$ cat config.mk
export PLATFORM = sky130hd
export DESIGN_NAME = lphp_capture
export DESIGN_NICKNAME = d
export VERILOG_FILES = /design/src/rtl/lphp_pkg.sv /design/src/rtl/lphp_capture.sv
export SDC_FILE = /design/constraint.sdc
export NUM_CORES = 1
export LEC_CHECK = 0
export BUFFER_PORTS_ARGS = -buffer_cell sky130_fd_sc_hd__buf_2
export CAP_MARGIN = 0
export CORE_AREA = 2 2 117 119
export DETAILED_ROUTE_END_ITERATION = 8
export DIE_AREA = 0 0 119 121
export GPL_TIMING_DRIVEN = 0
export PLACE_DENSITY = 0.61
export SYNTH_ARGS = -nofsm -noshare
export SYNTH_HDL_FRONTEND = slang
export SYNTH_SLANG_ARGS = --single-unit
export TNS_END_PERCENT = 1
$ cat constraint.sdc
create_clock -name vclk -period 6.9
set_input_delay 0.69 -clock vclk [all_inputs]
set_output_delay 0.69 -clock vclk [all_outputs]
set_load 0.005 [all_outputs]
$ cat src/rtl/lphp_pkg.sv
// ----------------------------------------------------------------------------
// lphp_pkg: shared types and constants
// Field codes, protocol numbers and the summary word of the header parser.
// ----------------------------------------------------------------------------
`default_nettype none
package lphp_pkg;

  localparam logic [15:0] TYPE_IPV4 = 16'h0800;
  localparam logic [15:0] TYPE_IPV6 = 16'h86DD;
  localparam logic [15:0] TYPE_ARP  = 16'h0806;

  localparam logic [7:0] PROTO_ICMP  = 8'd1;
  localparam logic [7:0] PROTO_TCP   = 8'd6;
  localparam logic [7:0] PROTO_UDP   = 8'd17;
  localparam logic [7:0] PROTO_ICMP6 = 8'd58;

  localparam logic [1:0] NET_IPV4  = 2'd0;
  localparam logic [1:0] NET_IPV6  = 2'd1;
  localparam logic [1:0] NET_ARP   = 2'd2;
  localparam logic [1:0] NET_OTHER = 2'd3;

  localparam logic [1:0] TRN_TCP   = 2'd0;
  localparam logic [1:0] TRN_UDP   = 2'd1;
  localparam logic [1:0] TRN_ICMP  = 2'd2;
  localparam logic [1:0] TRN_OTHER = 2'd3;

  localparam logic [2:0] APP_UNKNOWN  = 3'd0;
  localparam logic [2:0] APP_HTTP     = 3'd1;
  localparam logic [2:0] APP_HTTPS    = 3'd2;
  localparam logic [2:0] APP_DNS      = 3'd3;
  localparam logic [2:0] APP_SSH      = 3'd4;
  localparam logic [2:0] APP_FTP      = 3'd5;
  localparam logic [2:0] APP_SMTP     = 3'd6;
  localparam logic [2:0] APP_FTP_DATA = 3'd7;

  typedef struct packed {
    logic        truncated;
    logic [1:0]  network_kind;
    logic [15:0] link_protocol;
    logic [1:0]  transport_kind;
    logic [15:0] source_port;
    logic [15:0] destination_port;
    logic [5:0]  tcp_flag_bits;
    logic [7:0]  hop_count;
    logic [1:0]  fragment_flags;
    logic [15:0] arp_operation;
    logic [15:0] payload_length;
    logic [2:0]  application_class;
  } summary_t;

  // Frame state captured so far, handed to the summary stage.
  typedef struct packed {
    logic [15:0] byte_position;
    logic [15:0] protocol_field;
    logic [5:0]  network_header_bytes;
    logic [15:0] network_length_field;
    logic [7:0]  next_protocol;
    logic [7:0]  hop_register;
    logic [1:0]  fragment_register;
    logic [15:0] arp_register;
    logic [31:0] port_pair;
    logic [5:0]  flag_register;
    logic [5:0]  transport_header_bytes;
    logic [15:0] udp_length_field;
  } frame_state_t;

  function automatic logic [2:0] app_class(input logic [15:0] sp, input logic [15:0] dp);
    if (sp == 16'd80 || dp == 16'd80) return APP_HTTP;
    if (sp == 16'd443 || dp == 16'd443) return APP_HTTPS;
    if (sp == 16'd53 || dp == 16'd53) return APP_DNS;
    if (sp == 16'd22 || dp == 16'd22) return APP_SSH;
    if (sp == 16'd21 || dp == 16'd21) return APP_FTP;
    if (sp == 16'd25 || dp == 16'd25) return APP_SMTP;
    if (sp == 16'd20) return APP_FTP_DATA;
    return APP_UNKNOWN;
  endfunction

endpackage
`default_nettype wire

$ cat src/rtl/lphp_capture.sv
// ----------------------------------------------------------------------------
// lphp_capture: per-byte field capture
// Update the frame state from one byte, selected by its position.
// ----------------------------------------------------------------------------
`default_nettype none
module lphp_capture import lphp_pkg::*; (
  input  wire frame_state_t st,
  input  wire logic         link_kind,
  input  wire logic [7:0]   b,
  output frame_state_t      st_next
);
  logic [15:0] hdr, p, r, t;
  logic v4, v6;

  always_comb begin
    st_next = st;
    p = st.byte_position;
    hdr = link_kind ? 16'd16 : 16'd14;
    r = p - hdr;
    if (p == hdr - 16'd2 || p == hdr - 16'd1) begin
      st_next.protocol_field = {st.protocol_field[7:0], b};
      if (p == hdr - 16'd1 && {st.protocol_field[7:0], b} == TYPE_IPV6)
        st_next.network_header_bytes = 6'd40;
    end
    v4 = st_next.protocol_field == TYPE_IPV4;
    v6 = st_next.protocol_field == TYPE_IPV6;
    t = r - {10'd0, st_next.network_header_bytes};
    if (p >= hdr) begin
      if (v4) begin
        if (r == 16'd0) st_next.network_header_bytes = {b[3:0], 2'b00};
        else if (r == 16'd2 || r == 16'd3)
          st_next.network_length_field = {st.network_length_field[7:0], b};
        else if (r == 16'd6) st_next.fragment_register = b[6:5];
        else if (r == 16'd8) st_next.hop_register = b;
        else if (r == 16'd9) st_next.next_protocol = b;
      end else if (v6) begin
        if (r == 16'd4 || r == 16'd5)
          st_next.network_length_field = {st.network_length_field[7:0], b};
        else if (r == 16'd6) st_next.next_protocol = b;
        else if (r == 16'd7) st_next.hop_register = b;
      end else if (st_next.protocol_field == TYPE_ARP) begin
        if (r == 16'd6 || r == 16'd7)
          st_next.arp_register = {st.arp_register[7:0], b};
      end
      // Transport offset uses the header length including an IHL taken from this byte.
      if ((v4 || v6) && r >= {10'd0, st_next.network_header_bytes}) begin
        t = r - {10'd0, st_next.network_header_bytes};
        if (t < 16'd4) st_next.port_pair = {st.port_pair[23:0], b};
        else if (t == 16'd4 || t == 16'd5)
          st_next.udp_length_field = {st.udp_length_field[7:0], b};
        else if (t == 16'd12) st_next.transport_header_bytes = {b[7:4], 2'b00};
        else if (t == 16'd13) st_next.flag_register = b[5:0];
      end
    end
    if (p != 16'hFFFF) st_next.byte_position = p + 16'd1;
  end
endmodule
`default_nettype wire

Yosys cells after proc, flatten, opt, wreduce, memory -nomap -nowiden
Index checks and enable logic that the tools add are counted.
{"block": "totals", "register_bits": 0, "in_bits": 157, "output_inout_bits": 148}
{"block": "classes", "order_cmp": 3, "reduce_logical": 9, "addsub": 5, "n_mux": 36, "n_eq_ne": 19}
{"op": "two-way mux 16 bit", "n": 10}
{"op": "two-way mux 116 bit", "n": 1}
{"op": "== test 16 x 3 -> 1 bit, second input constant", "n": 6}
{"op": "two-way mux 32 bit", "n": 3}
{"op": "== test 16 x 4 -> 1 bit, second input constant", "n": 4}
{"op": "two-way mux 60 bit", "n": 1}
{"op": "two-way mux 8 bit", "n": 6}
{"op": "two-way mux 6 bit", "n": 7}
{"op": "two-way mux 34 bit", "n": 1}
{"op": "== test 16 x 12 -> 1 bit, second input constant", "n": 2}
{"op": "== test 16 bit", "n": 2}
{"op": "== test 16 bit, second input constant", "n": 2}
{"op": "== test 16 x 2 -> 1 bit, second input constant", "n": 2}
{"op": "two-way mux 28 bit", "n": 1}
{"op": "two-way mux 22 bit", "n": 1}
{"op": "two-way mux 18 bit", "n": 1}
{"op": "adder 16 x 1 -> 16 bit, second input constant", "n": 1}
{"op": ">= comparator 16 x 5 -> 1 bit", "n": 1}
{"op": ">= comparator 16 x 6 -> 1 bit", "n": 1}
{"op": "logical NOT 16 bit", "n": 1}
{"op": "less-than comparator 16 x 3 -> 1 bit, second input constant", "n": 1}
{"op": "inequality test 16 bit, second input constant", "n": 1}
{"op": "subtractor 16 x 5 -> 16 bit", "n": 1}
{"op": "subtractor 16 x 6 -> 16 bit", "n": 1}
{"op": "other kinds (7)", "n": 14}

Depth between registers and ports, before layout
Gate-level depths: netlist of the first run.
{"block": "depth", "word_depth": 17, "ltp_mapped": 28, "mapped_depth_nobuf": 25}

Worst setup path before layout of the first run
OpenSTA, ideal clock, no wires.
{"block": "synth_path", "kind": "in2out", "from": "in st[133] (netlist bit)", "to": "out st_next[30] (netlist bit)", "path_stages": 25, "setup_slack_ns": -0.206, "required_ns": 6.210, "t_arrival_ns": 6.416, "n_path_buf": 3, "cell_sequence": "inv_1 ha_1 inv_1 fa_1 a21o_1 a2111oi_1 xor2_1 or3_1 nor4_2 nand2b_1 or2_2 clkbuf_1 and3_1 inv_1 ha_1 a21oi_1 o21bai_1 mux2i_1 nor3_1 or4_1 a2111oi_4 and4b_1 buf_4 buf_12 mux2_1"}
{"element": "start, declared", "line_no": "lphp_capture.sv:7", "text": "input wire frame_state_t st,"}
{"element": "end, declared", "line_no": "lphp_capture.sv:10", "text": "output frame_state_t st_next"}

==> results.md, run 1 <==
- Syn_nets: 647
- Full die area: 14400 µm²
- Data required time of the worst path: 6.21 ns
- CP Max Fanout: 6
- Gr usage total: 0.261
- Dpl hpwl: 17000 µm
- Die Wd: 119 µm
- Mux cell area share after synthesis: 0.366
- Hold path start: st[130]
- DR pass1 iterations: 5
- Compound-gate portion of the synthesized area: 0.140
- M1 WL: 9820 µm
- First-pass GRT wire length: 28900 µm
- Commonest non-fill, non-tap cells in the layout: 300 x buf_2, 72 x nand2_1, 70 x mux2_2
- IO Pins: 305
- Simple-gate portion of the synthesized area: 0.310
- Post-layout power: 0.353 mW
- DR vias: 5170
- Final period util: 1.02
- Final-report hold violation count: 0
- Pre-CTS setup slack: -1.01 ns
- Hold Crit Endpoint: st_next[130]
- RePlAce Congestion: 0.901
- Cell area power density: 60.0 nW/µm²
- Crit path arrival time: 6.34 ns
- Synth Instances: 478
- Core area: 13100 µm²
- # setup viols final: 47
- Ratio of cells with drive above 1 in the final layout: 0.581
- Drt total wl: 20600 µm
- Hold Crit Depth: 4
- Critical Path Start Type: primary input
- # nets final: 992
- Synth warn: 0
- Slowest Stage Delay on Critical Path: 0.53 ns
- Sequential-to-total area share from yosys stat: 0
- Post-synthesis adder-cell area fraction: 0.0496
- IO Port Bufs: 299
- Final ANT Viol Nets: 0
- Result of the run: complete, but fails checks
- Post-Layout Cell Count: 997
- DRC viols: 0
- Yosys cell types: 70
- Lkg Pwr: 2.78 nW
- FP Rows: 42
- VDD IR max: 0.0250 mV
- Largest family of logic cells by synthesized area: multiplexers
- Die Ht: 121 µm
- Initial DRC count: 240
- Slew Limit Fails: 0
- WL per Instance: 20.7 µm
- CP bufs+invs: 7
- Min-delay worst type: in2out
- Placed Cells: 953
- Mapped Area: 3550 µm²
- ANT cells: 0
- Failing checks: setup timing
- Congestion Overflow GR: 0
- Antenna violations before repair: 0
- Layout clock buffer count: 0
- Number of max-cap violations: 0
- Worst slew pin tran: 0.843 ns
- Register area: 0 µm²
- Routed wl met2: 8680 µm
- Critical Path End Type: output pin
- Fmax: 142 MHz
- Commonest non-fill, non-tap cell in the layout: buf_2
- Synthesized area per cell: 7.43 µm²
- Initial core utilization: 0.272
- Routed wl met3: 2050 µm
- Hold_ws: 1.65 ns
- Top layer used by detailed routing: met4
- Cell Area, Placed: 5320 µm²
- Vias in the first global route: 4648
- Layout Area Growth over Synthesis: 65.6%
- Post-route cell area: 5880 µm²
- Unrepaired setup endpoints after global routing: yes
- Tmin final: 7.03 ns
- Slowest cell on the critical path: or4_4
- Largest net degree at the start of global routing: 11
- Synth Area in XOR/XNOR: 0.0592
- Vias/cell: 5.19
- Setup ws final: -0.128 ns
- Seq cells: 0
- Worst relative slew slack: 0.438
- Kind of critical path: in2out
- CTS Hold Buffers Added: 0
- Crit path max-delay family: simple AND/OR/NAND/NOR gates
## logic make-up after synthesis
group,after synthesis
AOI/OAI and AO/OA,66
xor gates and xnor gates,24
adders and majority gates,13
buffers and inverters,51
muxes,116
and+or+nand+nor,208
## per-layer routing
metal	up-vias	track usage
li1	2457	-
met1	2460	0.389
met2	245	0.378
met3	8	0.0893
met4	0	0.0112
met5	-	0
## worst max-delay path by stage
stage	start	end	slack, ns	cells past startpoint
after floorplan	st[133]	st_next[30]	0.05	25
after global placement	link_kind	st_next[6]	-1.05	27
after detailed placement	link_kind	st_next[6]	-1.01	27
after CTS	st[133]	st_next[15]	0.005	26
after global routing	link_kind	st_next[10]	-0.33	28
final	link_kind	st_next[15]	-0.13	26
## tightest hold or removal path: stages
cell and delay, ns:
buf_2 0.09, nand2_1 0.04, nand2_1 0.04, buf_2 0.10
## cells in the mapped netlist (10+ instances only)
cell,instances,area [µm²]
nand2_1,73,274
mux2_2,71,800
mux2_1,41,462
nor2_1,28,105
clkbuf_1,27,101
xnor2_1,18,158
a21oi_1,13,65.1
inv_1,13,48.8
or4_1,12,90.1
nand3_1,11,55.1
nor3_1,11,55.1
and3_1,10,62.6
ha_1,10,125
nand2b_1,10,62.6
o21ai_0,10,50.1
## area by class of cell
class,count,area [µm²]
timing repair buffer,347,1880
multi-input combinational,427,3510
buffer,33,214
tap,176,220
inverter,14,57.6
fill,1390,7200
## through the flow
step / util / TNS, ns
after detailed placement: 0.407 / -53.46
after floorplan: - / 0
after global placement: 0.407 / -54.65
after global routing: 0.450 / -16.59
final: 0.450 / -2.79
after CTS: 0.439 / 0
## where the power goes
group / total (mW) / switching (mW) / internal (mW)
Combinational: 0.353 / 0.187 / 0.166
Clock: 0 / 0 / 0
Sequential: 0 / 0 / 0
Total: 0.353 / 0.187 / 0.166
## repair_timing
action / 4_1_cts / 5_1_grt
endpoints found under the hold margin: 0 / 0
setup buffers: 39 / 8
resized for setup: 27 / 19
endpoints found under the setup margin: 60 / 95
gates cloned: 1 / 0
pin swaps: 9 / 14
(Power assumes the default switching activity.)
==> inputs of run 2 (changes only) <==
--- a/config.mk
+++ b/config.mk
@@ -15,4 +15,4 @@
 export SYNTH_ARGS = -nofsm -noshare
 export SYNTH_HDL_FRONTEND = slang
 export SYNTH_SLANG_ARGS = --single-unit
-export TNS_END_PERCENT = 1
+export TNS_END_PERCENT = 10
==> run 2 against run 1 <==
  * Largest power group unchanged
  * Fmax grew 0.23%
  * Largest cell class unchanged
  * Via count increased by 2.7%
  * The flow still finishes with violations (setup timing)
  * Design area rose by 8.2%
==> results.md, run 2 (synthesis gave the netlist of run 1 again) <==
- Drt total wl: 21800 µm (+5.5%)
- Gr usage total: 0.261 (about the same)
- Congestion Overflow GR: 0 (unchanged)
- Slowest Stage Delay on Critical Path: 0.38 ns (-0.15 ns)
- Ratio of cells with drive above 1 in the final layout: 0.630 (+0.0487)
- Vias in the first global route: 4644 (-0.086%)
- Largest net degree at the start of global routing: 11 (unchanged)
- Vias/cell: 5.28 (+1.9%)
- Min-delay worst type: in2out
- FP Rows: 42 (unchanged)
- Kind of critical path: in2out
- Lkg Pwr: 3.00 nW (+8.0%)
- Initial core utilization: 0.272 (unchanged)
- Commonest non-fill, non-tap cells in the layout: 267 x buf_2, 72 x nand2_1, 69 x mux2_2
- Fmax: 143 MHz (+0.23%)
- VDD IR max: 0.0250 mV (-0.23%)
- Worst relative slew slack: 0.424 (-0.0145)
- Final ANT Viol Nets: 0 (unchanged)
- Failing checks: setup timing
- Setup ws final: -0.112 ns (+0.0165 ns)
- WL per Instance: 21.6 µm (+4.7%)
- Fillers: 1334 (-4.0%)
- CP bufs+invs: 7 (unchanged)
- Register area: 0 µm² (unchanged)
- # setup viols final: 37 (-21%)
- Dpl hpwl: 17000 µm (unchanged)
- CTS Hold Buffers Added: 0 (unchanged)
- Cell area power density: 61.1 nW/µm² (+1.9%)
- Crit path arrival time: 6.32 ns (-0.02 ns)
- Critical Path End Type: output pin
- Die Ht: 121 µm (unchanged)
- Result of the run: complete, but fails checks
- IO Pins: 305 (unchanged)
- Final period util: 1.02 (-0.00239)
- Worst slew pin tran: 0.864 ns (+0.0217 ns)
- Hold Crit Depth: 4 (unchanged)
- Internal power: 0.192 mW (+16%)
- Initial DRC count: 245 (+2.1%)
- Slowest cell on the critical path: a311o_1
- RePlAce Congestion: 0.901 (unchanged)
- IO Port Bufs: 299 (unchanged)
- Switching share of power: 0.507 (-0.0233)
- Commonest non-fill, non-tap cell in the layout: buf_2
- Antenna violations before repair: 1 (+1)
- Seq cells: 0 (unchanged)
- Tmin final: 7.01 ns (-0.0165 ns)
- Critical Path Start Type: primary input
- ANT cells: 0 (unchanged)
- Combinational share of power: 1.000 (about the same)
- Hold path start: st[128]
- Switching Power: 0.197 mW (+5.4%)
- First-pass GRT wire length: 28900 µm (about the same)
- CP Max Fanout: 7 (+1)
- Die Wd: 119 µm (unchanged)
- DR pass1 iterations: 4 (-1)
- Unrepaired setup endpoints after global routing: yes
- Layout clock buffer count: 0 (unchanged)
- Full die area: 14400 µm² (unchanged)
- Clock power share: 0 (unchanged)
- Share of power burned in registers: 0 (unchanged)
- Multi-input logic area: 3650 µm² (+4.0%)
- Slew Limit Fails: 0 (unchanged)
- Data required time of the worst path: 6.21 ns (about the same)
- Crit path max-delay family: compound AO/OA/AOI/OAI gates
- # nets final: 1000 (+0.81%)
- Number of max-cap violations: 0 (unchanged)
- Final-report hold violation count: 0 (unchanged)
- Hold Crit Endpoint: st_next[128]
- DRC viols: 0 (unchanged)
- Hold_ws: 1.65 ns (-0.00153 ns)
- Post-layout power: 0.389 mW (+10%)
- Core area: 13100 µm² (unchanged)
- Layout Area Growth over Synthesis: 79.1%
- DR vias: 5308 (+2.7%)
==> run 2: cell count changes in the layout (fill, tap and decap cells not counted), sizes merged <==
cell / previous run / this run
buf: 356 / 361
clkbuf: 23 / 27
bufbuf: 1 / 0
clkinv: 1 / 2
inv: 13 / 12
==> run 2: metal layers <==
metal | GRT usage | vias up | share of wire
li1 | - | 2473 | -
met1 | 0.390 | 2551 | 0.46
met2 | 0.378 | 268 | 0.43
met3 | 0.0888 | 14 | 0.11
met4 | 0.0112 | 2 | 0.0044
met5 | 0 | - | 0.00032
==> run 2: power groups by stage <==
stage | Clock [mW] | Sequential [mW] | Combinational (mW)
final | 0 | 0 | 0.389
after global routing | 0 | 0 | 0.416
after CTS | 0 | 0 | 0.335
after detailed placement | 0 | 0 | 0.314
after global placement | 0 | 0 | 0.313
after floorplan | 0 | 0 | 0.167
==> run 2: final cells by class <==
type / instances / share of cell area
multi-input combinational: 427 / 0.573
tap: 176 / 0.0346
buffer: 32 / 0.0318
timing repair buffer: 356 / 0.349
inverter: 14 / 0.0114
==> run 2: per-stage QoR <==
| step | area [µm²] | std cells | utilization | TNS (ns) | setup WS [ns] |
|---|---|---|---|---|---|
| after floorplan | 3610 | 478 | - | 0 | 0.0454 |
| final | 6360 | 1005 | 0.486 | -2.38 | -0.112 |
| after global routing | 6360 | 1005 | 0.486 | -11.49 | -0.274 |
| after global placement | 5320 | 953 | 0.407 | -54.65 | -1.05 |
| after CTS | 5750 | 990 | 0.440 | 0 | 0.00492 |
| after detailed placement | 5320 | 953 | 0.407 | -53.46 | -1.01 |
==> run 2: timing repair <==
action	in CTS	in global routing
cloned	1	3
setup buffers	39	14
hold endpoints to repair	0	0
setup endpoints to repair	60	95
pin swaps	9	25
gates resized for setup	28	103
==> run 2: worst max-delay path by stage <==
stage,start,end,depth (start not counted)
after floorplan,st[133],st_next[30],25
after global placement,link_kind,st_next[6],27
after detailed placement,link_kind,st_next[6],27
after CTS,st[133],st_next[15],26
after global routing,st[133],st_next[41],26
final,st[133],st_next[41],28
