[src/rtl/lphp_pkg.sv]
// ----------------------------------------------------------------------------
// lphp_pkg: shared types and constants
// Field codes, protocol numbers and the summary word of the header parser.
// ----------------------------------------------------------------------------
`default_nettype none
package lphp_pkg;

  localparam logic [15:0] TYPE_IPV4 = 16'h0800;
  localparam logic [15:0] TYPE_IPV6 = 16'h86DD;
  localparam logic [15:0] TYPE_ARP  = 16'h0806;

  localparam logic [7:0] PROTO_ICMP  = 8'd1;
  localparam logic [7:0] PROTO_TCP   = 8'd6;
  localparam logic [7:0] PROTO_UDP   = 8'd17;
  localparam logic [7:0] PROTO_ICMP6 = 8'd58;

  localparam logic [1:0] NET_IPV4  = 2'd0;
  localparam logic [1:0] NET_IPV6  = 2'd1;
  localparam logic [1:0] NET_ARP   = 2'd2;
  localparam logic [1:0] NET_OTHER = 2'd3;

  localparam logic [1:0] TRN_TCP   = 2'd0;
  localparam logic [1:0] TRN_UDP   = 2'd1;
  localparam logic [1:0] TRN_ICMP  = 2'd2;
  localparam logic [1:0] TRN_OTHER = 2'd3;

  localparam logic [2:0] APP_UNKNOWN  = 3'd0;
  localparam logic [2:0] APP_HTTP     = 3'd1;
  localparam logic [2:0] APP_HTTPS    = 3'd2;
  localparam logic [2:0] APP_DNS      = 3'd3;
  localparam logic [2:0] APP_SSH      = 3'd4;
  localparam logic [2:0] APP_FTP      = 3'd5;
  localparam logic [2:0] APP_SMTP     = 3'd6;
  localparam logic [2:0] APP_FTP_DATA = 3'd7;

  typedef struct packed {
    logic        truncated;
    logic [1:0]  network_kind;
    logic [15:0] link_protocol;
    logic [1:0]  transport_kind;
    logic [15:0] source_port;
    logic [15:0] destination_port;
    logic [5:0]  tcp_flag_bits;
    logic [7:0]  hop_count;
    logic [1:0]  fragment_flags;
    logic [15:0] arp_operation;
    logic [15:0] payload_length;
    logic [2:0]  application_class;
  } summary_t;

  // Frame state captured so far, handed to the summary stage.
  typedef struct packed {
    logic [15:0] byte_position;
    logic [15:0] protocol_field;
    logic [5:0]  network_header_bytes;
    logic [15:0] network_length_field;
    logic [7:0]  next_protocol;
    logic [7:0]  hop_register;
    logic [1:0]  fragment_register;
    logic [15:0] arp_register;
    logic [31:0] port_pair;
    logic [5:0]  flag_register;
    logic [5:0]  transport_header_bytes;
    logic [15:0] udp_length_field;
  } frame_state_t;

  function automatic logic [2:0] app_class(input logic [15:0] sp, input logic [15:0] dp);
    if (sp == 16'd80 || dp == 16'd80) return APP_HTTP;
    if (sp == 16'd443 || dp == 16'd443) return APP_HTTPS;
    if (sp == 16'd53 || dp == 16'd53) return APP_DNS;
    if (sp == 16'd22 || dp == 16'd22) return APP_SSH;
    if (sp == 16'd21 || dp == 16'd21) return APP_FTP;
    if (sp == 16'd25 || dp == 16'd25) return APP_SMTP;
    if (sp == 16'd20) return APP_FTP_DATA;
    return APP_UNKNOWN;
  endfunction

endpackage
`default_nettype wire

[src/rtl/lphp_summary.sv]
// ----------------------------------------------------------------------------
// lphp_summary: summary word builder
// Turn the captured frame state into the result fields.
// ----------------------------------------------------------------------------
`default_nettype none
module lphp_summary import lphp_pkg::*; (
  input  wire frame_state_t st,
  input  wire logic         link_kind,
  output summary_t          sum
);
  logic [15:0] hdr;
  logic signed [17:0] len;
  logic v4;

  always_comb begin
    hdr = link_kind ? 16'd16 : 16'd14;
    v4 = st.protocol_field == TYPE_IPV4;
    sum = '0;
    len = '0;
    sum.network_kind = NET_OTHER;
    sum.transport_kind = TRN_OTHER;
    if (st.byte_position < hdr) begin
      sum.truncated = 1'b1;
    end else begin
      sum.link_protocol = st.protocol_field;
      if (v4 || st.protocol_field == TYPE_IPV6) begin
        sum.network_kind = v4 ? NET_IPV4 : NET_IPV6;
        sum.hop_count = st.hop_register;
        if (v4) sum.fragment_flags = st.fragment_register;
        if (st.next_protocol == PROTO_TCP) begin
          sum.transport_kind = TRN_TCP;
          sum.source_port = st.port_pair[31:16];
          sum.destination_port = st.port_pair[15:0];
          sum.tcp_flag_bits = st.flag_register;
          len = $signed({2'b00, st.network_length_field})
              - $signed({12'd0, st.transport_header_bytes})
              - (v4 ? $signed({12'd0, st.network_header_bytes}) : 18'sd0);
        end else if (st.next_protocol == PROTO_UDP) begin
          sum.transport_kind = TRN_UDP;
          sum.source_port = st.port_pair[31:16];
          sum.destination_port = st.port_pair[15:0];
          len = $signed({2'b00, st.udp_length_field}) - 18'sd8;
        end else if (st.next_protocol == (v4 ? PROTO_ICMP : PROTO_ICMP6)) begin
          sum.transport_kind = TRN_ICMP;
        end
        if (len > 18'sd0) begin
          sum.payload_length = len[15:0];
          sum.application_class = app_class(sum.source_port, sum.destination_port);
        end
      end else if (st.protocol_field == TYPE_ARP) begin
        sum.network_kind = NET_ARP;
        sum.arp_operation = st.arp_register;
      end
    end
  end
endmodule
`default_nettype wire

[config.mk]
export PLATFORM = sky130hd
export DESIGN_NAME = lphp_summary
export DESIGN_NICKNAME = d
export VERILOG_FILES = /design/src/rtl/lphp_pkg.sv /design/src/rtl/lphp_summary.sv
export SDC_FILE = /design/constraint.sdc
export NUM_CORES = 1
export LEC_CHECK = 0
export BUFFER_PORTS_ARGS = -buffer_cell sky130_fd_sc_hd__buf_2
export CAP_MARGIN = 20
export CORE_AREA = 5 5 94 96
export DETAILED_ROUTE_END_ITERATION = 8
export DIE_AREA = 0 0 99 101
export PLACE_DENSITY = 0.8
export SLEW_MARGIN = 20
export SYNTH_ARGS = -nofsm -noshare
export SYNTH_HDL_FRONTEND = slang
export SYNTH_SLANG_ARGS = --single-unit
[constraint.sdc]
create_clock -name vclk -period 5.2
set_input_delay 0.26 -clock vclk [all_inputs]
set_output_delay 0.26 -clock vclk [all_outputs]
set_load 0.01 [all_outputs]
* Yosys cells after proc, flatten, opt, wreduce, memory -nomap -nowiden
Index checks and enable logic that the tools add are counted.
W data, S select, Z words.
** Storage, ports and cells
- Bits of input ports :: 149
- Logic and storage cells :: 131
- Output and inout bits :: 104
- Bits in registers :: 0
** Operators by class
- Reductions and logical operators :: 7
- $add $sub $neg :: 3
- Mux-type cells :: 100
- Magnitude comparators :: 2
- Eq/ne operators :: 19
** Operator list (number)
- $eq A16 B5 Y1 const B :: 7
- $mux W103 :: 1
- $mux W34 :: 3
- $mux W3 :: 26
- $mux W18 :: 4
- $mux W1 :: 53
- $mux W50 :: 1
- $mux W19 :: 2
- $eq A16 B12 Y1 const B :: 2
- $eq A16 B6 Y1 const B :: 2
- $eq A16 B7 Y1 const B :: 2
- $eq A16 B9 Y1 const B :: 2
- $mux W16 :: 2
- $mux W32 :: 1
- $gt A18 B1 Y1 const B :: 1
- $mux W6 :: 3
- $sub A17 B7 Y18 :: 1
- $sub A16 B4 Y17 const B :: 1
- $sub A16 B6 Y17 :: 1
- $eq A16 B16 Y1 const B :: 1
- $lt A16 B5 Y1 :: 1
- $eq A8 B3 Y1 const B :: 1
- $eq A8 B5 Y1 const B :: 1
- $eq A8 B6 Y1 :: 1
- other kinds (3) :: 11

* Depth between registers and ports, before layout
Gate-level depths: netlist (run 1).
- Word-level depth :: 63
- Gate-level depth with buffers :: 19
- Mapped depth without buffers :: 19

* Least setup slack after synthesis (run 1)
No wires, ideal clock.
- Kind :: input to output
- Start point :: input st[124] (netlist bit)
- End point :: output sum[0] (netlist bit)
- Stages :: 19
- Arrival time :: 4437 ps
- Data required time :: 4940 ps
- Path buffers :: 0
- Setup slack :: 503 ps
- Path through :: or4_1 > nor2_1 > nand4b_1 > or4_1 > nor3_4 > and2_1 > ha_1 > inv_1 > fa_1 > a21o_1 > a21oi_1 > o21bai_1 > a21o_1 > nor4b_1 > xnor2_1 > o31ai_2 > nand4_2 > a2111oi_4 > nor3_1
** RTL lines
- start: declaration :: RTL line lphp_summary.sv:7 : input wire frame_state_t st,
- end: declaration :: RTL line lphp_summary.sv:9 : output summary_t sum

==> results of run 1 <==
-- layout by cell type, fill, tap and decap left out, types with 5 or more instances in the layout --
cell type and instances:
a21oi_2 6, nand3b_1 5, nand2_1 24, buf_4 12, a22oi_1 5, xnor2_1 14, ha_1 15, nor4_1 15
nor3b_1 5, nand4_1 7, inv_1 20, o21ai_0 9, nor2b_1 18, a21o_1 5, or4_1 5, nor3_1 15
a31oi_1 6, nand2b_1 8, nand3_1 11, nand4b_1 5, a21oi_1 13, and3_1 39, buf_2 252, nor2_1 57
xor2_1 16, or3_1 6, and2_1 26
-- where the power goes --
| group | switching [µW] | internal [µW] |
|---|---|---|
| sequential | 0 | 0 |
| clock | 0 | 0 |
| combinational | 155 | 130 |
-- stage by stage --
step	instance area (µm²)	power [µW]	instances	worst slack, ps	TNS [ps]
6_report	4464	285.0	797	183.9	0
5_1_grt	4464	312.2	797	-62.31	-120.7
4_1_cts	4350	261.0	793	22.73	0
3_5_place_dp	4342	257.9	793	5.814	0
3_3_place_gp	4342	249.2	793	144.7	0
2_1_floorplan	2974	148.6	449	502.6	0
-- routing by layer --
layer | share of wire | GRT usage | vias up
met5 | 0 | 0 | -
met4 | 0.033 | 0.07878 | 0
met3 | 0.079 | 0.03875 | 26
met2 | 0.51 | 0.4303 | 188
met1 | 0.37 | 0.2812 | 1971
li1 | - | - | 2134
-- kinds of logic (layout without fill, tap and decap cells) --
logic type / Yosys count / after routing / share of synthesized area
xor+xnor: 33 / 33 / 0.1048
buf+inv: 43 / 286 / 0.06058
fa+ha+maj: 18 / 18 / 0.08077
compound gates: 81 / 81 / 0.2158
mux: 1 / 1 / 0.003366
simple gates: 273 / 273 / 0.5347
-- timing repair --
item,in CTS,in global routing
setup buffers,0,4
setup endpoints to repair,2,14
hold endpoints to repair,0,0
gates cloned,0,0
pin swaps,1,15
gates resized for setup,2,18
-- worst paths after layout --
check	start	endpoint
worst max-delay path	st[124]	sum[2]
worst min-delay path	st[81]	sum[40]
-- tightest hold or removal path: cells and delay by family --
family                 cells  cell delay, ps
buffers and inverters      2             190
AND/OR/NAND/NOR            1             100
-- area by class of cell --
cell class	instances	area share
multi-input combinational	406	0.6477
timing repair buffer	265	0.3052
inverter	21	0.01766
tap	105	0.02943
==> results by group, run 1 <==
Status
  • Status: completed

Finish
  • Filler cell count: 790
  • Sequential cell count: 0
  • Final Util: 0.5602
  • Storage cell area: 0 µm²
  • Ant diodes: 0
  • Final net count: 861
  • Layout area overhead: 50.11%
  • Layout cell share with drive strength beyond 1: 0.4494
  • Multi-input logic area: 2892 µm²
  • Clock buf count: 0

Hold path
  • WHS Path Cells: 3
  • Hold Path Class: in2out

Synthesis
  • Cells after synthesis: 449
  • Unique cell type count in the Yosys netlist: 72
  • Syn Area/Cell: 6.624 µm²
  • Cell Area, Synth: 2974 µm²
  • Count leader, synth: nor2_1
  • Register area share after synthesis: 0
  • Synth top cells by count: nor2_1, and3_1, and2_1, nand2_1, inv_1
  • Ys Warns: 0
  • Top cell type's share of synthesized area: 0.08204
  • Net count after synthesis: 616
  • Yosys top cell by area: and3_1
  • Area contributors post-synth: and3_1, nor2_1, ha_1

Flow run
  • Maxcap violations: 0

STA
  • F_max: 199.4 MHz
  • Setup violators final: 0
  • Slew Viols, Final: 0
  • Hold Violations, Final: 0
  • Hold slack: 803.9 ps
  • RSZ-0062 raised after global routing: true
  • Final Cycle Share: 0.9646
  • Final Critical Period: 5016 ps
  • Relative slew slack: 0.4906
  • Slew of the pin with the lowest slew margin: 759.6 ps

Global routing
  • GRT Util Overall: 0.2367
  • Vias in the first global route: 4109
  • Largest net degree at the start of global routing: 50
  • GRT overflow: 0
  • First-pass GRT wire length: 19.84 mm
  • Initial antenna violation count: 0

Worst setup path
  • Worst setup path class: in2out
  • Arrival time worst endpoint: 4760 ps
  • Crit-path max cell delay: 580 ps
  • Most frequent cell on the critical path: or4_4
  • Critical Path Fanout Max: 6
  • Slowest CP cell: or4_4
  • Crit-path leading delay family: simple AND/OR/NAND/NOR gates
  • Cell chain of the critical path: buf_2 -> or4_4 -> nor2_2 -> nand4b_1 -> or4_4 -> nor3_4 -> buf_6 -> nand2_1 -> ha_4 -> o21ai_2 -> a21oi_2 -> o31a_1 -> or4_4 -> nor4_4 -> o21bai_1 -> xnor2_2 -> a2111oi_4 -> buf_4 -> nor4_2 -> buf_2
  • Levels on crit path: 20
  • Crit. End Element: output port
  • CP required: 4940 ps
  • Critical path startpoint category: input port
  • CP Buf/Inv Count: 4

Detailed routing
  • Drt total wl: 13.25 mm
  • Vias: 4319
  • Drt initial violations: 197
  • DRC Markers: 0
  • WL/cell: 16.63 µm
  • Antenna-violating nets left: 0
  • DRT Pass-1 Iters: 5
  • Via density: 5.419

Power
  • PD cells: 63.84 nW/µm²
  • Leak: 0.002294 µW
  • VDD IR-drop max: 41.45 µV

Floorplan
  • Die W: 99 µm
  • Die H: 101 µm
  • DIE AREA: 9999 µm²
  • I/O pins: 253
  • Initial core utilization: 0.3732
  • FP Rows: 33
  • Area of the core: 7969 µm²

Placed design
  • Port bufs: 252
  • Post-DP HPWL: 11.43 mm
  • Gpl congestion: 0.8843

Clock tree
  • Hold_buf cts: 0
No activity file was read; power rests on OpenSTA's default activity.
==> run 2: changes to the inputs <==
Settings changed: CORE_AREA 5 5 94 96 to default, CORE_MARGIN from default to 5, CORE_UTILIZATION from default to 37, DIE_AREA 0 0 99 101 to default, PLACE_DENSITY 0.8 to 0.81.
Clock period 5.2 ns to 4.3 ns, I/O delays scaled along.
==> results by group, run 2 (synthesis results as in run 1) <==
Floorplan
  • Die W: 99.66 µm
  • Area of the core: 7767 µm²
  • DIE AREA: 9931 µm²
  • Initial core utilization: 0.3829
  • FP Rows: 32
  • Die H: 99.66 µm
  • I/O pins: 253

STA
  • F_max: 206.7 MHz
  • Final Critical Period: 4839 ps
  • Hold slack: 715.3 ps
  • Final setup margin: -538.7 ps
  • Slew of the pin with the lowest slew margin: 956.4 ps
  • Fin Setup TNS: -4273 ps
  • Relative slew slack: 0.3565
  • RSZ-0062 raised after global routing: true
  • Hold Violations, Final: 0
  • Final Cycle Share: 1.125
  • Slew Viols, Final: 0
  • Setup violators final: 19

Worst setup path
  • Critical path startpoint category: input port
  • CP required: 4090 ps
  • Crit. End Element: output port
  • Critical Path Fanout Max: 3
  • Worst setup path class: in2out
  • Arrival time worst endpoint: 4620 ps

Global routing
  • Vias in the first global route: 4462
  • GRT Util Overall: 0.2592
  • Initial antenna violation count: 0
  • Largest net degree at the start of global routing: 49
  • GRT overflow: 0
  • First-pass GRT wire length: 21.39 mm

Detailed routing
  • Via density: 5.494
  • DRC Markers: 0
  • DRT Pass-1 Iters: 5
  • Drt initial violations: 226
  • Drt total wl: 14.35 mm
  • Vias: 4560
  • Antenna-violating nets left: 0
  • WL/cell: 17.28 µm

Status
  • Status: finished, violations left
  • Failing checks: setup timing

Placed design
  • Port bufs: 252
  • Dpl ws: -678.1 ps
  • Post-DP HPWL: 12.14 mm
  • DP Area: 4613 µm²
  • Gpl congestion: 0.9598

Finish
  • Layout area overhead: 68.49%
  • Final Cell Area: 5011 µm²
  • Most frequent cells in the layout: buf_2, nor2_1, buf_4
  • Final net count: 897
  • Ant diodes: 0
  • Sequential cell count: 0
  • Storage cell area: 0 µm²
  • Filler cell count: 697
  • Most common cell after layout, fill and taps aside: buf_2
  • Clock buf count: 0
  • Multi-input logic area: 3089 µm²
  • Layout cell share with drive strength beyond 1: 0.5096

Hold path
  • Hold Path Class: in2out

Power
  • PD cells: 84.22 nW/µm²
  • VDD IR-drop max: 50.85 µV
  • Total power draw: 422.1 µW
  • Leak: 0.002517 µW

Flow run
  • Maxcap violations: 0

Clock tree
  • Hold_buf cts: 0
==> run 2: cell types whose count changed in the layout (fill, tap and decap cells not counted), sizes merged <==
cell / before / now
buf: 265 / 301
==> run 2: path summary, 6_finish.rpt <==
kind                  startpoint      end  cells after the start
worst max-delay path     st[124]   sum[2]                     23
worst min-delay path      st[84]  sum[43]                      3
==> run 2: critical path, stage by stage <==
cell and delay, ps:
buf_6 90, or4_4 530, nor2_2 90, nand4b_1 100, or4_4 460, nor3_4 160, buf_6 140, nand2_2 80
buf_4 140, fa_2 360, a21o_1 200, a21oi_2 160, o21bai_1 90, a21o_1 200, buf_6 130, nor4b_4 220
xnor2_1 130, o31ai_2 350, nand4_4 150, a2111oi_4 220, buf_4 190, nor4_2 50, buf_2 160
==> run 2: stage by stage <==
step                std cells    util
CTS                       829  0.6168
global placement          820  0.5939
finish                    830  0.6451
detailed placement        820  0.5939
floorplan                 449       -
global route              830  0.6451
==> run 2: report_power, final <==
group	switching [µW]	internal (µW)
clock	0	0
sequential	0	0
combinational	211	211
==> run 2: repair_timing <==
item	4_1_cts	5_1_grt
gates cloned	1	0
buffers inserted	8	1
resized for setup	21	45
pin swaps	11	13
endpoints found under the setup margin	19	19
==> run 2: cell type report <==
class	instances	area share
timing repair buffer	301	0.3423
multi-input combinational	406	0.6165
tap	102	0.02547
inverter	21	0.01573
==> run 2: per-layer routing <==
layer / GRT usage / wire (µm) / up-vias
met5: 0 / 0 / -
met4: 0.06933 / 408 / 0
met3: 0.05119 / 1226 / 28
met2: 0.4907 / 7556 / 213
met1: 0.2925 / 5154 / 2114
li1: - / - / 2205
==> run 3: changes to the inputs <==
--- a/config.mk
+++ b/config.mk
@@ -12,4 +12,5 @@
 export DETAILED_ROUTE_END_ITERATION = 8
 export PLACE_DENSITY = 0.81
+export RECOVER_POWER = 25
 export SLEW_MARGIN = 20
 export SYNTH_ARGS = -nofsm -noshare
==> constraint.sdc (replaced) <==
create_clock -name vclk -period 4.3
set_input_delay 0 -clock vclk [all_inputs]
set_output_delay 0 -clock vclk [all_outputs]
set_load 0.01 [all_outputs]
==> results by group, run 3 (synthesis results as in run 1) <==
Global routing
  • Global Route met1 Usage: 0.2712
  • Largest net degree at the start of global routing: 49
  • First-pass GRT wire length: 19.95 mm
  • Met2 usage: 0.4566
  • GRT overflow: 0
  • Initial antenna violation count: 0
  • Vias in the first global route: 4223
  • GRT Util Overall: 0.2396
  • GRT busiest layer: met2
  • GR Util met3: 0.04628

Placed design
  • Port bufs: 252
  • Placed Cells: 805
  • Dpl ws: -242.5 ps
  • Gpl congestion: 0.9057
  • Post-DP HPWL: 11.65 mm

Worst setup path
  • Critical Path Fanout Max: 3
  • Cell chain of the critical path: buf_6 -> or4_4 -> nor2_4 -> nand4b_1 -> or4_4 -> nor3_4 -> and2_1 -> ha_2 -> inv_2 -> fa_2 -> buf_4 -> xor2_1 -> or4b_1 -> a2111oi_2 -> and4_1 -> nand4_2 -> a2111oi_4 -> nor3_1 -> buf_2
  • Crit-path max cell delay: 550 ps
  • Critical path startpoint category: input port
  • Slowest CP cell: or4_4
  • CP required: 4300 ps
  • Worst setup path class: in2out
  • Crit. End Element: output port
  • Most frequent cell on the critical path: or4_4
  • Arrival time worst endpoint: 4320 ps

Detailed routing
  • DRT Pass-1 Iters: 5
  • Drt initial violations: 253
  • Via density: 5.364
  • Vias: 4350
  • DRC Markers: 0
  • Drt total wl: 13.19 mm
  • WL/cell: 16.26 µm
  • Antenna-violating nets left: 0

Finish
  • Filler cell count: 788
  • Most common cell after layout, fill and taps aside: buf_2
  • Layout area overhead: 53.93%
  • Storage cell area: 0 µm²
  • Layout cell share with drive strength beyond 1: 0.4308
  • Clock buf count: 0
  • Sequential cell count: 0
  • Final Util: 0.5894
  • Layout Cells excl Fill: 811
  • Final net count: 877
  • Most frequent cells in the layout: buf_2, nor2_1, and3_1

Floorplan
  • Die H: 99.66 µm
  • I/O pins: 253
  • Area of the core: 7767 µm²
  • DIE AREA: 9931 µm²
  • FP Rows: 32
  • Initial core utilization: 0.3829
  • Die W: 99.66 µm

STA
  • RSZ-0062 raised after global routing: true
  • Slew Viols, Final: 0
  • Final setup margin: -21.80 ps
  • Setup violators final: 2
  • Final Critical Period: 4322 ps
  • Relative slew slack: 0.3108
  • F_max: 231.4 MHz
  • Fin Setup TNS: -41.44 ps
  • Slew of the pin with the lowest slew margin: 1028 ps
  • Final Cycle Share: 1.005
  • Hold Violations, Final: 0

Power
  • PD cells: 79.69 nW/µm²
  • Total power draw: 364.9 µW
  • Leak: 0.002304 µW
  • VDD IR-drop max: 42.38 µV

Status
  • Failing checks: setup timing
  • Status: finished, violations left

Hold path
  • WHS Path Cells: 3
  • Hold Path Class: in2out

Flow run
  • Maxcap violations: 0

Clock tree
  • Hold_buf cts: 0
-- run 3: what timing repair did --
| item | in CTS | in global routing |
|---|---|---|
| endpoints found under the setup margin | 19 | 18 |
| pin swaps | 6 | 7 |
| buffers inserted | 2 | 3 |
| gates resized for setup | 13 | 11 |
-- run 3: where the power goes --
group / total, µW / leakage, µW / internal (µW) / switching [µW]
Sequential: 0 / 0 / 0 / 0
Clock: 0.0000312 / 0.00000000634 / 0.0000312 / 0
Combinational: 365 / 0.00230 / 175 / 190
-- run 3: layout make-up --
| cell class | instances | area (µm²) | share of cell area |
|---|---|---|---|
| Multi-Input combinational cell | 406 | 2900 | 0.6335 |
| Antenna cell | 1 | 2.502 | 0.0005466 |
| Tap cell | 102 | 127.6 | 0.02788 |
| Timing Repair Buffer | 281 | 1469 | 0.3209 |
| Inverter | 21 | 78.83 | 0.01722 |
-- run 3: worst max-delay path, delay by kind of cell --
family          cells  cell delay (ps)
compound gates      2              770
xor+xnor            1              140
fa+ha+maj           2              520
buf+inv             4              430
simple gates       10             2460
-- run 3: worst paths after layout --
check	startpoint	end
setup / recovery	st[124]	sum[0]
hold / removal	st[80]	sum[39]
-- run 3: per-stage QoR --
step	hold WS, ps	area, µm²
2_1_floorplan	52.86	2974
3_3_place_gp	287.8	4463
3_5_place_dp	285.2	4463
4_1_cts	284.7	4541
5_1_grt	296.0	4576
6_report	282.4	4578
-- run 3: per-layer routing --
layer / vias up / wire [µm] / share of wire
li1: 2178 / - / -
met1: 1959 / 4901 / 0.37
met2: 189 / 6909 / 0.52
met3: 24 / 1058 / 0.080
met4: 0 / 322 / 0.024
met5: - / 0 / 0
